<file path="src/rtl/dual_wheel_pid_speed_control_core_defines.svh">
// ----------------------------------------------------------------------------
// Assertion macros for the dual-wheel PID speed control core
// Concurrent checks that compile away when SYNTHESIS is defined.
// ----------------------------------------------------------------------------
`ifndef DUAL_WHEEL_PID_SPEED_CONTROL_CORE_DEFINES_SVH
`define DUAL_WHEEL_PID_SPEED_CONTROL_CORE_DEFINES_SVH

`ifndef SYNTHESIS
// Check that cons holds in the same cycle as ante.
`define DWPID_ASSERT_IMPLY(label, ck, rst_n, ante, cons, msg) \
	label: assert property (@(posedge ck) disable iff (!rst_n) (ante) |-> (cons)) \
		else $error(msg);
// Check that cons holds in the cycle after ante.
`define DWPID_ASSERT_NEXT(label, ck, rst_n, ante, cons, msg) \
	label: assert property (@(posedge ck) disable iff (!rst_n) (ante) |=> (cons)) \
		else $error(msg);
`else
`define DWPID_ASSERT_IMPLY(label, ck, rst_n, ante, cons, msg)
`define DWPID_ASSERT_NEXT(label, ck, rst_n, ante, cons, msg)
`endif

`endif

</file>
<file path="src/rtl/dwpid_pkg.sv">
// ----------------------------------------------------------------------------
// dwpid_pkg
// Widths, constants, codes and the microcode table of the PID speed core.
// ----------------------------------------------------------------------------
`default_nettype none

package dwpid_pkg;

	localparam int unsigned CFG_IDX_W   = 3;
	localparam int unsigned CFG_DATA_W  = 16;
	localparam int unsigned TARGET_W    = 8;
	localparam int unsigned GAIN_W      = 12;
	localparam int unsigned SPT_W       = 16;
	localparam int unsigned PERIOD_W    = 16;
	localparam int unsigned SPEED_W     = 20;
	localparam int unsigned ERR_W       = 21;
	localparam int unsigned INTEG_W     = 16;
	localparam int unsigned INTEG_SUM_W = 27;
	localparam int unsigned DUTY_W      = 7;
	localparam int unsigned CMP_W       = 16;
	localparam int unsigned ACC_W       = 36;
	localparam int unsigned MUL_A_W     = 24;
	localparam int unsigned MUL_B_W     = 22;
	localparam int unsigned PROD_W      = MUL_A_W + MUL_B_W;
	localparam int unsigned QSUM_W      = 48;
	localparam int unsigned RECIP_W     = 12;
	localparam int unsigned RECIP_SHIFT = 30;
	localparam int unsigned PROG_LEN    = 12;
	localparam int unsigned PC_W        = $clog2(PROG_LEN);

	localparam logic [SPEED_W-1:0] SPEED_MAX   = 20'hFFFFF;
	localparam int                 INTEG_LIMIT = 25600;
	localparam logic [DUTY_W-1:0]  DUTY_MAX    = 7'd100;

	// ceil(2^30 / 100) split into two 12-bit halves
	localparam logic [RECIP_W-1:0] RECIP_HI = 12'hA3D;
	localparam logic [RECIP_W-1:0] RECIP_LO = 12'h70B;

	typedef enum logic [CFG_IDX_W-1:0] {
		REG_TARGET_LEFT  = 3'd0,
		REG_TARGET_RIGHT = 3'd1,
		REG_GAIN_PROP    = 3'd2,
		REG_GAIN_INTEG   = 3'd3,
		REG_GAIN_DERIV   = 3'd4,
		REG_SPEED_TICK   = 3'd5,
		REG_PWM_PERIOD   = 3'd6
	} cfg_reg_t;

	typedef enum logic [2:0] {
		MUL_NONE,
		MUL_SPEED,
		MUL_PROP,
		MUL_DERIV,
		MUL_INTEG,
		MUL_DUTY,
		MUL_RHI,
		MUL_RLO
	} mul_sel_t;

	typedef enum logic [3:0] {
		WB_NONE,
		WB_SPEED,
		WB_ACC_INIT,
		WB_ADD_P,
		WB_SUB_D,
		WB_INTEG,
		WB_ADD_I,
		WB_PCT,
		WB_X,
		WB_QHI,
		WB_CMP
	} wb_op_t;

	typedef struct packed {
		mul_sel_t mul_sel;
		wb_op_t   wb_op;
		logic     last;
	} ucode_t;

	// One wheel's program. The product of a step is consumed by the next step.
	function automatic ucode_t ucode_rom(logic [PC_W-1:0] pc);
		ucode_t uc;
		uc = '{mul_sel: MUL_NONE, wb_op: WB_NONE, last: 1'b0};
		case (pc)
			PC_W'(0):  uc = '{mul_sel: MUL_SPEED, wb_op: WB_NONE,     last: 1'b0};
			PC_W'(1):  uc = '{mul_sel: MUL_NONE,  wb_op: WB_SPEED,    last: 1'b0};
			PC_W'(2):  uc = '{mul_sel: MUL_PROP,  wb_op: WB_ACC_INIT, last: 1'b0};
			PC_W'(3):  uc = '{mul_sel: MUL_DERIV, wb_op: WB_ADD_P,    last: 1'b0};
			PC_W'(4):  uc = '{mul_sel: MUL_INTEG, wb_op: WB_SUB_D,    last: 1'b0};
			PC_W'(5):  uc = '{mul_sel: MUL_NONE,  wb_op: WB_INTEG,    last: 1'b0};
			PC_W'(6):  uc = '{mul_sel: MUL_NONE,  wb_op: WB_ADD_I,    last: 1'b0};
			PC_W'(7):  uc = '{mul_sel: MUL_NONE,  wb_op: WB_PCT,      last: 1'b0};
			PC_W'(8):  uc = '{mul_sel: MUL_DUTY,  wb_op: WB_NONE,     last: 1'b0};
			PC_W'(9):  uc = '{mul_sel: MUL_RHI,   wb_op: WB_X,        last: 1'b0};
			PC_W'(10): uc = '{mul_sel: MUL_RLO,   wb_op: WB_QHI,      last: 1'b0};
			PC_W'(11): uc = '{mul_sel: MUL_NONE,  wb_op: WB_CMP,      last: 1'b1};
			default:   uc = '{mul_sel: MUL_NONE,  wb_op: WB_NONE,     last: 1'b1};
		endcase
		return uc;
	endfunction

endpackage

`default_nettype wire

</file>
<file path="src/rtl/dual_wheel_pid_speed_control_core.sv">
// ----------------------------------------------------------------------------
// dual_wheel_pid_speed_control_core
// Two-wheel PID speed loop with integral clamp and PWM compare scaling.
// ----------------------------------------------------------------------------
// Each input transaction carries the encoder tick counts of both wheels for
// one control period; each output transaction returns the PWM compare value
// and the clamped duty percent of both wheels. A microcoded sequencer runs a
// 12-step program once per wheel on one shared 24x22 signed multiplier; a new
// transaction is accepted only after both wheels have finished the previous
// one. The result sits in an output register, so the next transaction is
// accepted and processed while it waits; the sequencer holds on its final
// step only if the previous result has still not been taken.
// Configuration writes are registered and are expected only while idle.
// ----------------------------------------------------------------------------
`default_nettype none

`include "dual_wheel_pid_speed_control_core_defines.svh"

module dual_wheel_pid_speed_control_core #(
	parameter int unsigned TICK_WIDTH = 12
) (
	input  logic                                clk,
	input  logic                                arst_n,
	// configuration write port
	input  logic                                cfg_we,
	input  logic [dwpid_pkg::CFG_IDX_W-1:0]     cfg_index,
	input  logic [dwpid_pkg::CFG_DATA_W-1:0]    cfg_data,
	// input channel
	input  logic                                in_valid,
	output logic                                in_ready,
	input  logic [TICK_WIDTH-1:0]               left_ticks,
	input  logic [TICK_WIDTH-1:0]               right_ticks,
	// output channel
	output logic                                out_valid,
	input  logic                                out_ready,
	output logic [dwpid_pkg::CMP_W-1:0]         left_compare,
	output logic [dwpid_pkg::CMP_W-1:0]         right_compare,
	output logic [dwpid_pkg::DUTY_W-1:0]        left_duty_percent,
	output logic [dwpid_pkg::DUTY_W-1:0]        right_duty_percent
);

	localparam int unsigned SPEED_W = dwpid_pkg::SPEED_W;
	localparam int unsigned ERR_W   = dwpid_pkg::ERR_W;
	localparam int unsigned ACC_W   = dwpid_pkg::ACC_W;
	localparam int unsigned PROD_W  = dwpid_pkg::PROD_W;
	localparam int unsigned PC_W    = dwpid_pkg::PC_W;
	localparam int unsigned ISUM_W  = dwpid_pkg::INTEG_SUM_W;
	localparam int unsigned INTEG_W = dwpid_pkg::INTEG_W;
	localparam int unsigned DUTY_W  = dwpid_pkg::DUTY_W;
	localparam int unsigned CMP_W   = dwpid_pkg::CMP_W;
	localparam int unsigned QSUM_W  = dwpid_pkg::QSUM_W;

	localparam logic signed [ISUM_W-1:0]  INTEG_HI    = ISUM_W'(dwpid_pkg::INTEG_LIMIT);
	localparam logic signed [ISUM_W-1:0]  INTEG_LO    = -INTEG_HI;
	localparam logic signed [INTEG_W-1:0] INTEG_LIM16 = INTEG_W'(dwpid_pkg::INTEG_LIMIT);

	// ---- configuration registers ----
	logic [dwpid_pkg::TARGET_W-1:0] target_left_q, target_right_q;
	logic [dwpid_pkg::GAIN_W-1:0]   gain_prop_q, gain_integ_q, gain_deriv_q;
	logic [dwpid_pkg::SPT_W-1:0]    speed_per_tick_q;
	logic [dwpid_pkg::PERIOD_W-1:0] pwm_period_q;

	// ---- sequencer control ----
	logic                busy_q;
	logic [PC_W-1:0]     pc_q;
	logic                wheel_q;
	logic                out_valid_q;
	dwpid_pkg::ucode_t   uc;
	logic                final_step;
	logic                out_free;
	logic                adv;
	logic                in_take;

	// ---- per-wheel loop state ----
	logic [SPEED_W-1:0]        prev_speed_q [2];
	logic signed [INTEG_W-1:0] integ_acc_q  [2];
	logic [DUTY_W-1:0]         duty_acc_q   [2];

	// ---- datapath registers ----
	logic [TICK_WIDTH-1:0]     ticks_q [2];
	logic [SPEED_W-1:0]        speed_q;
	logic signed [PROD_W-1:0]  prod_q;
	logic signed [ACC_W-1:0]   acc_q;
	logic [22:0]               x_q;
	logic [QSUM_W-1:0]         q_hi_q;
	logic [CMP_W-1:0]          left_cmp_q;
	logic [CMP_W-1:0]          left_compare_q, right_compare_q;
	logic [DUTY_W-1:0]         left_duty_q, right_duty_q;

	// ---- datapath nets ----
	logic [dwpid_pkg::TARGET_W-1:0]       target_sel;
	logic signed [ERR_W-1:0]              err;
	logic signed [ERR_W-1:0]              diff;
	logic signed [dwpid_pkg::MUL_A_W-1:0] mul_a;
	logic signed [dwpid_pkg::MUL_B_W-1:0] mul_b;
	logic signed [PROD_W-1:0]             mul_p;
	logic [SPEED_W-1:0]                   speed_next;
	logic signed [ISUM_W-1:0]             integ_sum;
	logic signed [INTEG_W-1:0]            integ_next;
	logic [DUTY_W-1:0]                    pct_next;
	logic [QSUM_W-1:0]                    q_sum;
	logic [CMP_W-1:0]                     cmp_next;

	// ---- sequencing ----
	assign uc         = dwpid_pkg::ucode_rom(pc_q);
	assign final_step = uc.last && wheel_q;
	assign out_free   = !out_valid_q || out_ready;
	// hold on the final step until the output register is free
	assign adv        = busy_q && (!final_step || out_free);
	assign in_ready   = !busy_q;
	assign in_take    = in_valid && !busy_q;

	// ---- per-step operands ----
	assign target_sel = wheel_q ? target_right_q : target_left_q;
	// error and speed delta in Q.8
	assign err  = $signed({5'b0, target_sel, 8'b0}) - $signed({1'b0, speed_q});
	assign diff = $signed({1'b0, speed_q}) - $signed({1'b0, prev_speed_q[wheel_q]});

	always_comb begin
		mul_a = '0;
		mul_b = '0;
		case (uc.mul_sel)
			dwpid_pkg::MUL_SPEED: begin
				mul_a = {{(dwpid_pkg::MUL_A_W-TICK_WIDTH){1'b0}}, ticks_q[wheel_q]};
				mul_b = {6'b0, speed_per_tick_q};
			end
			dwpid_pkg::MUL_PROP: begin
				mul_a = {12'b0, gain_prop_q};
				mul_b = {err[ERR_W-1], err};
			end
			dwpid_pkg::MUL_DERIV: begin
				mul_a = {12'b0, gain_deriv_q};
				mul_b = {diff[ERR_W-1], diff};
			end
			dwpid_pkg::MUL_INTEG: begin
				mul_a = {12'b0, gain_integ_q};
				mul_b = {err[ERR_W-1], err};
			end
			dwpid_pkg::MUL_DUTY: begin
				mul_a = {8'b0, pwm_period_q};
				mul_b = {15'b0, duty_acc_q[wheel_q]};
			end
			// reciprocal of 100, high half, applied to period * percent
			dwpid_pkg::MUL_RHI: begin
				mul_a = {1'b0, prod_q[22:0]};
				mul_b = {10'b0, dwpid_pkg::RECIP_HI};
			end
			dwpid_pkg::MUL_RLO: begin
				mul_a = {1'b0, x_q};
				mul_b = {10'b0, dwpid_pkg::RECIP_LO};
			end
			default: begin
				mul_a = '0;
				mul_b = '0;
			end
		endcase
	end

	assign mul_p = mul_a * mul_b;

	// ---- write-back values ----
	// speed = (ticks * speed_per_tick) >> 8, saturated to 20 bits
	assign speed_next = (|prod_q[PROD_W-1:SPEED_W+8]) ? dwpid_pkg::SPEED_MAX
	                                                   : prod_q[SPEED_W+7:8];

	// arithmetic shift by 8 floors the integral increment
	assign integ_sum = $signed({{(ISUM_W-INTEG_W){integ_acc_q[wheel_q][INTEG_W-1]}},
	                            integ_acc_q[wheel_q]}) + $signed(prod_q[ISUM_W+7:8]);

	always_comb begin
		if (integ_sum > INTEG_HI) begin
			integ_next = INTEG_LIM16;
		end else if (integ_sum < INTEG_LO) begin
			integ_next = -INTEG_LIM16;
		end else begin
			integ_next = integ_sum[INTEG_W-1:0];
		end
	end

	// negative totals truncate to zero or below, so clamp them to zero; clamp totals above 100 to 100
	always_comb begin
		if (acc_q[ACC_W-1]) begin
			pct_next = '0;
		end else if (acc_q[ACC_W-2:16] > 19'd100) begin
			pct_next = dwpid_pkg::DUTY_MAX;
		end else begin
			pct_next = acc_q[16+DUTY_W-1:16];
		end
	end

	// floor(x / 100) = (x * ceil(2^30 / 100)) >> 30 for x below 2^23
	assign q_sum    = q_hi_q + {2'b0, prod_q};
	assign cmp_next = q_sum[dwpid_pkg::RECIP_SHIFT+CMP_W-1:dwpid_pkg::RECIP_SHIFT];

	// ---- control and loop state ----
	always_ff @(posedge clk or negedge arst_n) begin
		if (!arst_n) begin
			busy_q           <= 1'b0;
			pc_q             <= '0;
			wheel_q          <= 1'b0;
			out_valid_q      <= 1'b0;
			target_left_q    <= 8'd6;
			target_right_q   <= 8'd6;
			gain_prop_q      <= 12'd1024;
			gain_integ_q     <= 12'd512;
			gain_deriv_q     <= 12'd1024;
			speed_per_tick_q <= 16'd37431;
			pwm_period_q     <= 16'd2250;
			prev_speed_q[0]  <= '0;
			prev_speed_q[1]  <= '0;
			integ_acc_q[0]   <= '0;
			integ_acc_q[1]   <= '0;
			duty_acc_q[0]    <= '0;
			duty_acc_q[1]    <= '0;
		end else begin
			if (cfg_we) begin
				case (cfg_index)
					dwpid_pkg::REG_TARGET_LEFT:  target_left_q    <= cfg_data[7:0];
					dwpid_pkg::REG_TARGET_RIGHT: target_right_q   <= cfg_data[7:0];
					dwpid_pkg::REG_GAIN_PROP:    gain_prop_q      <= cfg_data[11:0];
					dwpid_pkg::REG_GAIN_INTEG:   gain_integ_q     <= cfg_data[11:0];
					dwpid_pkg::REG_GAIN_DERIV:   gain_deriv_q     <= cfg_data[11:0];
					dwpid_pkg::REG_SPEED_TICK:   speed_per_tick_q <= cfg_data;
					dwpid_pkg::REG_PWM_PERIOD:   pwm_period_q     <= cfg_data;
					default: ;
				endcase
			end

			// raise valid when the right wheel finishes; otherwise drop the
			// result once taken
			if (adv && final_step) begin
				out_valid_q <= 1'b1;
			end else if (out_ready) begin
				out_valid_q <= 1'b0;
			end

			if (in_take) begin
				busy_q  <= 1'b1;
				pc_q    <= '0;
				wheel_q <= 1'b0;
			end else if (adv) begin
				if (uc.last) begin
					pc_q <= '0;
					if (!wheel_q) begin
						wheel_q <= 1'b1;
					end else begin
						wheel_q <= 1'b0;
						busy_q  <= 1'b0;
					end
				end else begin
					pc_q <= pc_q + PC_W'(1);
				end

				case (uc.wb_op)
					dwpid_pkg::WB_INTEG: integ_acc_q[wheel_q] <= integ_next;
					dwpid_pkg::WB_PCT: begin
						duty_acc_q[wheel_q]   <= pct_next;
						prev_speed_q[wheel_q] <= speed_q;
					end
					default: ;
				endcase
			end
		end
	end

	// ---- datapath payload ----
	always_ff @(posedge clk) begin
		if (in_take) begin
			ticks_q[0] <= left_ticks;
			ticks_q[1] <= right_ticks;
		end

		if (adv) begin
			prod_q <= mul_p;
			case (uc.wb_op)
				dwpid_pkg::WB_SPEED:    speed_q <= speed_next;
				dwpid_pkg::WB_ACC_INIT: acc_q   <= $signed({13'b0, duty_acc_q[wheel_q], 16'b0});
				dwpid_pkg::WB_ADD_P:    acc_q   <= acc_q + $signed(prod_q[ACC_W-1:0]);
				dwpid_pkg::WB_SUB_D:    acc_q   <= acc_q - $signed(prod_q[ACC_W-1:0]);
				dwpid_pkg::WB_ADD_I: begin
					acc_q <= acc_q + $signed({{12{integ_acc_q[wheel_q][INTEG_W-1]}},
					                          integ_acc_q[wheel_q], 8'b0});
				end
				dwpid_pkg::WB_X:        x_q     <= prod_q[22:0];
				dwpid_pkg::WB_QHI:      q_hi_q  <= {prod_q[35:0], 12'b0};
				dwpid_pkg::WB_CMP: begin
					if (!wheel_q) begin
						left_cmp_q <= cmp_next;
					end
				end
				default: ;
			endcase

			// load the output register on the final step of the right wheel
			if (final_step) begin
				left_compare_q  <= left_cmp_q;
				right_compare_q <= cmp_next;
				left_duty_q     <= duty_acc_q[0];
				right_duty_q    <= duty_acc_q[1];
			end
		end
	end

	assign out_valid          = out_valid_q;
	assign left_compare       = left_compare_q;
	assign right_compare      = right_compare_q;
	assign left_duty_percent  = left_duty_q;
	assign right_duty_percent = right_duty_q;

	// ---- assertions ----
	`DWPID_ASSERT_NEXT(a_start_clean, clk, arst_n, in_valid && in_ready, busy_q && (pc_q == '0) && !wheel_q, "transaction did not start the program at step zero on the left wheel")
	`DWPID_ASSERT_NEXT(a_final_hold, clk, arst_n, busy_q && final_step && out_valid && !out_ready, busy_q && wheel_q && (pc_q == $past(pc_q)), "sequencer left its final step while the output was blocked")
	`DWPID_ASSERT_IMPLY(a_duty_range, clk, arst_n, out_valid, (left_duty_percent <= dwpid_pkg::DUTY_MAX) && (right_duty_percent <= dwpid_pkg::DUTY_MAX), "duty percent above limit")
	`DWPID_ASSERT_IMPLY(a_integ_bound, clk, arst_n, 1'b1, (integ_acc_q[0] <= INTEG_LIM16) && (integ_acc_q[0] >= -INTEG_LIM16) && (integ_acc_q[1] <= INTEG_LIM16) && (integ_acc_q[1] >= -INTEG_LIM16), "integral outside clamp range")

endmodule

`default_nettype wire
</file>
<file path="config.mk">
export PLATFORM = sky130hd
export DESIGN_NAME = dual_wheel_pid_speed_control_core
export DESIGN_NICKNAME = d
export VERILOG_FILES = /design/src/rtl/dwpid_pkg.sv /design/src/rtl/dual_wheel_pid_speed_control_core.sv
export VERILOG_INCLUDE_DIRS = /design/src /design/src/rtl
export SDC_FILE = /design/constraint.sdc
export NUM_CORES = 2
export LEC_CHECK = 0
export ABC_CLOCK_PERIOD_IN_PS = 12400
export BUFFER_PORTS_ARGS = -buffer_cell sky130_fd_sc_hd__buf_2
export CAP_MARGIN = 20
export CORE_UTILIZATION = 40
export DETAILED_ROUTE_END_ITERATION = 10
export PLACE_DENSITY = 0.63
export SLEW_MARGIN = 20
export SYNTH_ARGS = -nofsm -noshare
export SYNTH_HDL_FRONTEND = slang
export SYNTH_SLANG_ARGS = --single-unit
</file>
<file path="constraint.sdc">
create_clock -name clk -period 12.4 [get_ports clk]
set_clock_uncertainty 0.05 [all_clocks]
set_input_delay 2.48 -clock clk [delete_from_list [all_inputs] [get_ports clk]]
set_output_delay 2.48 -clock clk [all_outputs]
set_load 0.02 [all_outputs]
</file>
# Yosys cells after proc, flatten, opt, wreduce, memory -nomap -nowiden
# Memory sizes are Yosys's and may differ from the RTL's.
# Cells that the tools add are included.
# totals
rom_bits,128
out_inout_bits,48
word_cells,145
in_bits,48
regBits,398
ram_bits,24
n_memories,2
# memory_table
name,words,word_bits,read_ports,rd_ports_with_merged_regs,write_ports,line_no,text
(no name shown),16,8,1,0,0,dwpid_pkg.sv:84,case (pc)
ticks_q,2,12,1,0,2,dual_wheel_pid_speed_control_core.sv:80,logic [TICK_WIDTH-1:0] ticks_q [2];
# op_classes
n_mux,41
eq_ne,23
n_addsub,8
n_reduce_logical,35
n_mul,1
bitwise,3
magnitude_cmp,5
# op_table
operator,count
case mux 23 bit (7 select lines),1
case mux 36 bit (4 select lines),1
case mux 22 bit (6 select lines),1
two-way mux 16 bit,6
two-way mux 20 bit,4
adder 46 bit,1
multiplier 24 x 22 -> 46 bit,1
two-way mux 7 bit,6
bitwise mux 40 bit,1
adder 36 x 24 -> 36 bit,1
adder 36 bit,1
subtractor 36 bit,1
bitwise mux 32 bit,1
adder 16 x 27 -> 27 bit,1
> comparator 27 x 16 -> 1 bit (second input constant),1
less-than comparator 27 x 16 -> 1 bit (second input constant),1
AND reduction 2 bit,13
equality test 3 bit (second input constant),7
subtractor 16 x 20 -> 21 bit,1
subtractor 20 x 20 -> 21 bit,1
demux 20 bit (select 1 bit),1
> comparator 19 x 7 -> 1 bit (second input constant),1
OR reduction 18 bit,1
demux 16 bit (select 1 bit),1
other kinds (24),61

# Depth between registers and ports, before layout
# logic_depth
depth_word,9
mapped_depth,44
depth_no_buf,38

# Worst setup path before layout
# No wires, ideal clock.
# synth_timing
path_type,flip-flop to flip-flop
startpoint,reg wheel_q
endpoint,reg prod_q[42] (data pin)
synth_period_minus_slack_ns,10.645
setup_slack_ns,1.755
required_ns,12.091
arrival_time_ns,10.336
setup_ns,0.259
path_stages_with_launch,40
path_buffers,5
path_cell_list,dfrtp_1 -> clkbuf_1 -> buf_1 -> clkbuf_1 -> clkbuf_1 -> mux2_2 -> ha_1 -> fa_1 -> nor2b_1 -> o21ai_0 -> a21boi_0 -> o211ai_1 -> a21boi_0 -> o2111ai_1 -> a21boi_0 -> o21ai_0 -> a211o_1 -> nand2_1 -> (+4 left out) -> fa_1 -> fa_1 -> fa_1 -> fa_1 -> fa_1 -> inv_1 -> fa_1 -> inv_1 -> ha_1 -> a2111oi_0 -> o211ai_1 -> o21ai_0 -> o22ai_1 -> o211ai_1 -> a21oi_1 -> o21a_1 -> nor2_1 -> xnor2_1
# synth_between
elab_chain_cells,7
elab_cells_between_ends,14
cone_classes,add/sub (2); mul (1); mux (9); bitwise (1); memory (1)
# synth_rtl
item,line_no,text
from (decl),dual_wheel_pid_speed_control_core.sv:66,logic wheel_q;
from (signal assigned),dual_wheel_pid_speed_control_core.sv:200,wheel_q <= 1'b0;
from (signal assigned),dual_wheel_pid_speed_control_core.sv:240,wheel_q <= 1'b0;
from (signal assigned),dual_wheel_pid_speed_control_core.sv:245,wheel_q <= 1'b1;
NOT 1 -> 2 bit (implied by the code),"dual_wheel_pid_speed_control_core.sv:117, dual_wheel_pid_speed_control_core.sv:141",
two-way mux 20 bit (implied by the code) (3 in a row),dual_wheel_pid_speed_control_core.sv:117,"assign diff = $signed({1'b0, speed_q}) - $signed({1'b0, prev_speed_q[wheel_q]});"
subtractor 20 x 20 -> 21 bit,dual_wheel_pid_speed_control_core.sv:117,
case mux 22 bit (6 select lines),dual_wheel_pid_speed_control_core.sv:122,case (uc.mul_sel)
multiplier 24 x 22 -> 46 bit (*),dual_wheel_pid_speed_control_core.sv:159,assign mul_p = mul_a * mul_b;
net mul_p[42],dual_wheel_pid_speed_control_core.sv:96,logic signed [PROD_W-1:0] mul_p;
to (signal assigned),dual_wheel_pid_speed_control_core.sv:274,prod_q <= mul_p;
to (decl),dual_wheel_pid_speed_control_core.sv:82,logic signed [PROD_W-1:0] prod_q;
# Mark *: on every way through the listed nets, which the timed path passes. The rest lies on a longest branch. The select of a mux whose other input is x is not followed.
# A chain may end at the register's enable or synchronous reset.

# Final worst setup path
# layout_timing
startpoint,reg pc_q[0]
endpoint,reg prod_q[42] (data pin)
# layout_between
elab_chain_cells,5
elab_cells_between_ends,12
cone_classes,mul (1); eq/ne (7); mux (2); reduce/logical (1); memory (1)
# layout_rtl
item,line_no,text
from (decl),dual_wheel_pid_speed_control_core.sv:65,logic [PC_W-1:0] pc_q;
from (signal assigned),dual_wheel_pid_speed_control_core.sv:251,pc_q <= pc_q + PC_W'(1);
memory (16 x 8 bit) (*),--,
equality test 3 bit / equality test 3 x 2 -> 1 bit (equally long branches),dual_wheel_pid_speed_control_core.sv:122,
OR reduction 2 bit (no line),--,
case mux 22 bit (6 select lines),dual_wheel_pid_speed_control_core.sv:122,
multiplier 24 x 22 -> 46 bit (*),dual_wheel_pid_speed_control_core.sv:159,
net mul_p[42],dual_wheel_pid_speed_control_core.sv:96,
# Mark *: on every way through the listed nets, which the timed path passes. The rest lies on a longest branch.

==> results.sh <==
export IMPL_async_flop_share_pct=41.9
export IMPL_synth_most_common_cell="inv_1"
export IMPL_syn_inst=4035
export IMPL_synth_ff_type="edfxtp_1"
export IMPL_slew_violations=0
export IMPL_cts_max_level=2
export IMPL_cts_resized=0
export IMPL_critPathMaxFanout=14
export IMPL_fin_tns_setup_ps=0
export IMPL_fin_hold_ws_ps=361
export IMPL_outcome="completed"
export IMPL_period_needed_ps=11390
export IMPL_critPathTopFamily="adder cells"
export IMPL_syn2layout_area_growth_pct=10.8
export IMPL_slowest_delay_ps=760
export IMPL_hold_buffers=0
export IMPL_cts_sinks=422
export IMPL_synth_seq_cells=422
export IMPL_drt_total_wl_um=112000
export IMPL_first_global_vias=29900
export IMPL_synth_edff_count=245
export IMPL_row_count=116
export IMPL_synth_area_um2=40300
export IMPL_grt_max_degree=75
export IMPL_num_vias=29900
export IMPL_worstMarginPinSlew_ps=1150
export IMPL_io_pins=96
export IMPL_cp_common_cell="fa_1"
export IMPL_die_x_um=320
export IMPL_core_um2=100000
export IMPL_dr_pass1_iters=5
export IMPL_gp_congestion=0.925
export IMPL_hpwl_um=87000
export IMPL_cts_buffer_depth=3
export IMPL_cts_root_buf="clkbuf_16"
export IMPL_drtAntennaViolNets=0
export IMPL_final_area_um2=44700
export IMPL_drive_above_1_share_pct=10.4
export IMPL_initial_core_util_pct=40.3
export IMPL_synth_top_cell_area_share_pct=20.9
export IMPL_vias_per_cell=5.37
export IMPL_critPathBufInv=5
export IMPL_tritoncts="built"
export IMPL_fin_crit_sh_pct=91.8
export IMPL_dpl_cell_area_um2=43000
export IMPL_worst_ep_required_time_ps=12720
export IMPL_critical_path_class="reg2reg"
export IMPL_synth_seq_area_share_pct=29.3
export IMPL_antenna_found_initial=3
export IMPL_slew_headroom_pct=23.4
export IMPL_synth_area_leaders="fa_1 21%, edfxtp_1 18%, ha_1 11%"
export IMPL_holdCritPathClass="reg2reg"
export IMPL_wl_per_cell_um=20.1
export IMPL_synth_warnings=0
export IMPL_die_area_um2=102000
export IMPL_setup_viol=0
export IMPL_layoutNonFillerInstCount=5576
export IMPL_overflow=0
export IMPL_synth_cell_types=90
export IMPL_clk_pin_slew_ps=60
export IMPL_die_height_um=320
export IMPL_cp_arrival_ps=11700
export IMPL_place_inst=5488
export IMPL_synth_largest_area_cell="fa_1"
export IMPL_final_hold_violation_count=0
export IMPL_start_kind="flip-flop"
export IMPL_drt_drc_violations_left=0
export IMPL_cts_setup_buffers=0
export IMPL_drtIter0Drc=2345
export IMPL_port_buffers=95
export IMPL_track_usage_pct=22.1
export IMPL_maxCapViolCount=0
export IMPL_fillers=9452
export IMPL_synth_avg_cell_area_um2=10.0
export IMPL_antenna_cells=0
export IMPL_synth_common_cells="604 x inv_1, 478 x nand2_1, 422 x fa_1, 347 x ha_1"
export IMPL_grt_setup_unrepaired="false"
export IMPL_end_kind="flip-flop"
export IMPL_cts_buffers=48
export IMPL_nets=5057
export IMPL_grt_pass1_wl_um=175000
export IMPL_clock_latency_ps=630
export IMPL_fmax_ghz=0.0878
export IMPL_cpMaxStageDelayCell="nand3_1"
final timing paths:
| path | slack (ps) | cells after the start | endpoint | from |
|---|---|---|---|---|
| max in group asynchronous | 8340 | 3 | wheel_q | arst_n |
| min in group asynchronous | 1740 | 1 | integ_acc_q[31] | arst_n |
| worst max-delay path | 1010 | 32 | prod_q[42] | pc_q[0] |
| worst min-delay path | 360 | 0 | left_compare[10] | left_cmp_q[10] |
| worst max register to register | 1010 | 32 | prod_q[42] | pc_q[0] |
| worst min register to register | 360 | 0 | left_compare[10] | left_cmp_q[10] |
stage by stage:
step | util (%) | setup slack [ps]
detailed placement | 43.0 | 1070
finish | 44.7 | 1010
global placement | 43.0 | 1120
floorplan | - | 1750
global route | 44.7 | 482
CTS | 44.7 | 965
metal layers:
metal	share of wire, %	wire (um)	GRT usage (%)
met1	44	49200	30.4
met2	46	52000	35.8
met3	6.3	7040	2.96
met4	3.6	4050	7.40
met5	0	0	0
cells in the final DEF (no fill, tap or decap), types with 56 or more instances in the layout:
master    count
a21o_1       72
a21oi_1     155
buf_2        94
buf_4        63
conb_1      117
dfrtp_1     156
edfxtp_1    245
fa_1        422
ha_1        347
inv_1       604
mux2_2      121
nand2_1     478
nand2b_1     56
nor2_1      241
o21ai_0     134
xnor2_1     107
xor2_1       76
kinds of logic after synthesis:
family          after synthesis  synth area share, %
fa+ha+maj                   769                 31.7
flops                       422                 29.3
buf+inv                     726                 6.81
compound gates              681                 11.4
other cells                   2               0.0186
simple gates               1087                 12.3
xor+xnor                    183                 3.97
mux                         165                 4.48
layout make-up:
cell class | count | area (um^2) | area share (%)
Clock buffer | 60 | 1300 | 2.90
Clock inverter | 28 | 378 | 0.846
Inverter | 607 | 2280 | 5.10
Multi-Input combinational cell | 3002 | 26300 | 58.9
Sequential cell | 422 | 11800 | 26.4
Tap cell | 1298 | 1620 | 3.63
Timing Repair Buffer | 159 | 966 | 2.16
sequential cells by signal (all words and copies together) (netlist names), 8 cells and up:
| register | count |
|---|---|
| acc_q | 36 |
| target_left_q | 8 |
| gain_deriv_q | 12 |
| prod_q | 46 |
| pwm_period_q | 16 |
| q_hi_q | 34 |
| x_q | 23 |
| left_cmp_q | 16 |
| right_compare | 16 |
| speed_per_tick_q | 16 |
| speed_q | 20 |
| duty_acc_q | 14 |
| gain_integ_q | 12 |
| ticks_q | 24 |
| integ_acc_q | 32 |
| target_right_q | 8 |
| left_compare | 16 |
| prev_speed_q | 40 |
| gain_prop_q | 12 |
Power is left out: the tool's default activity adds up to more than one toggle a clock period on the data nets, which glitch-free logic cannot reach.
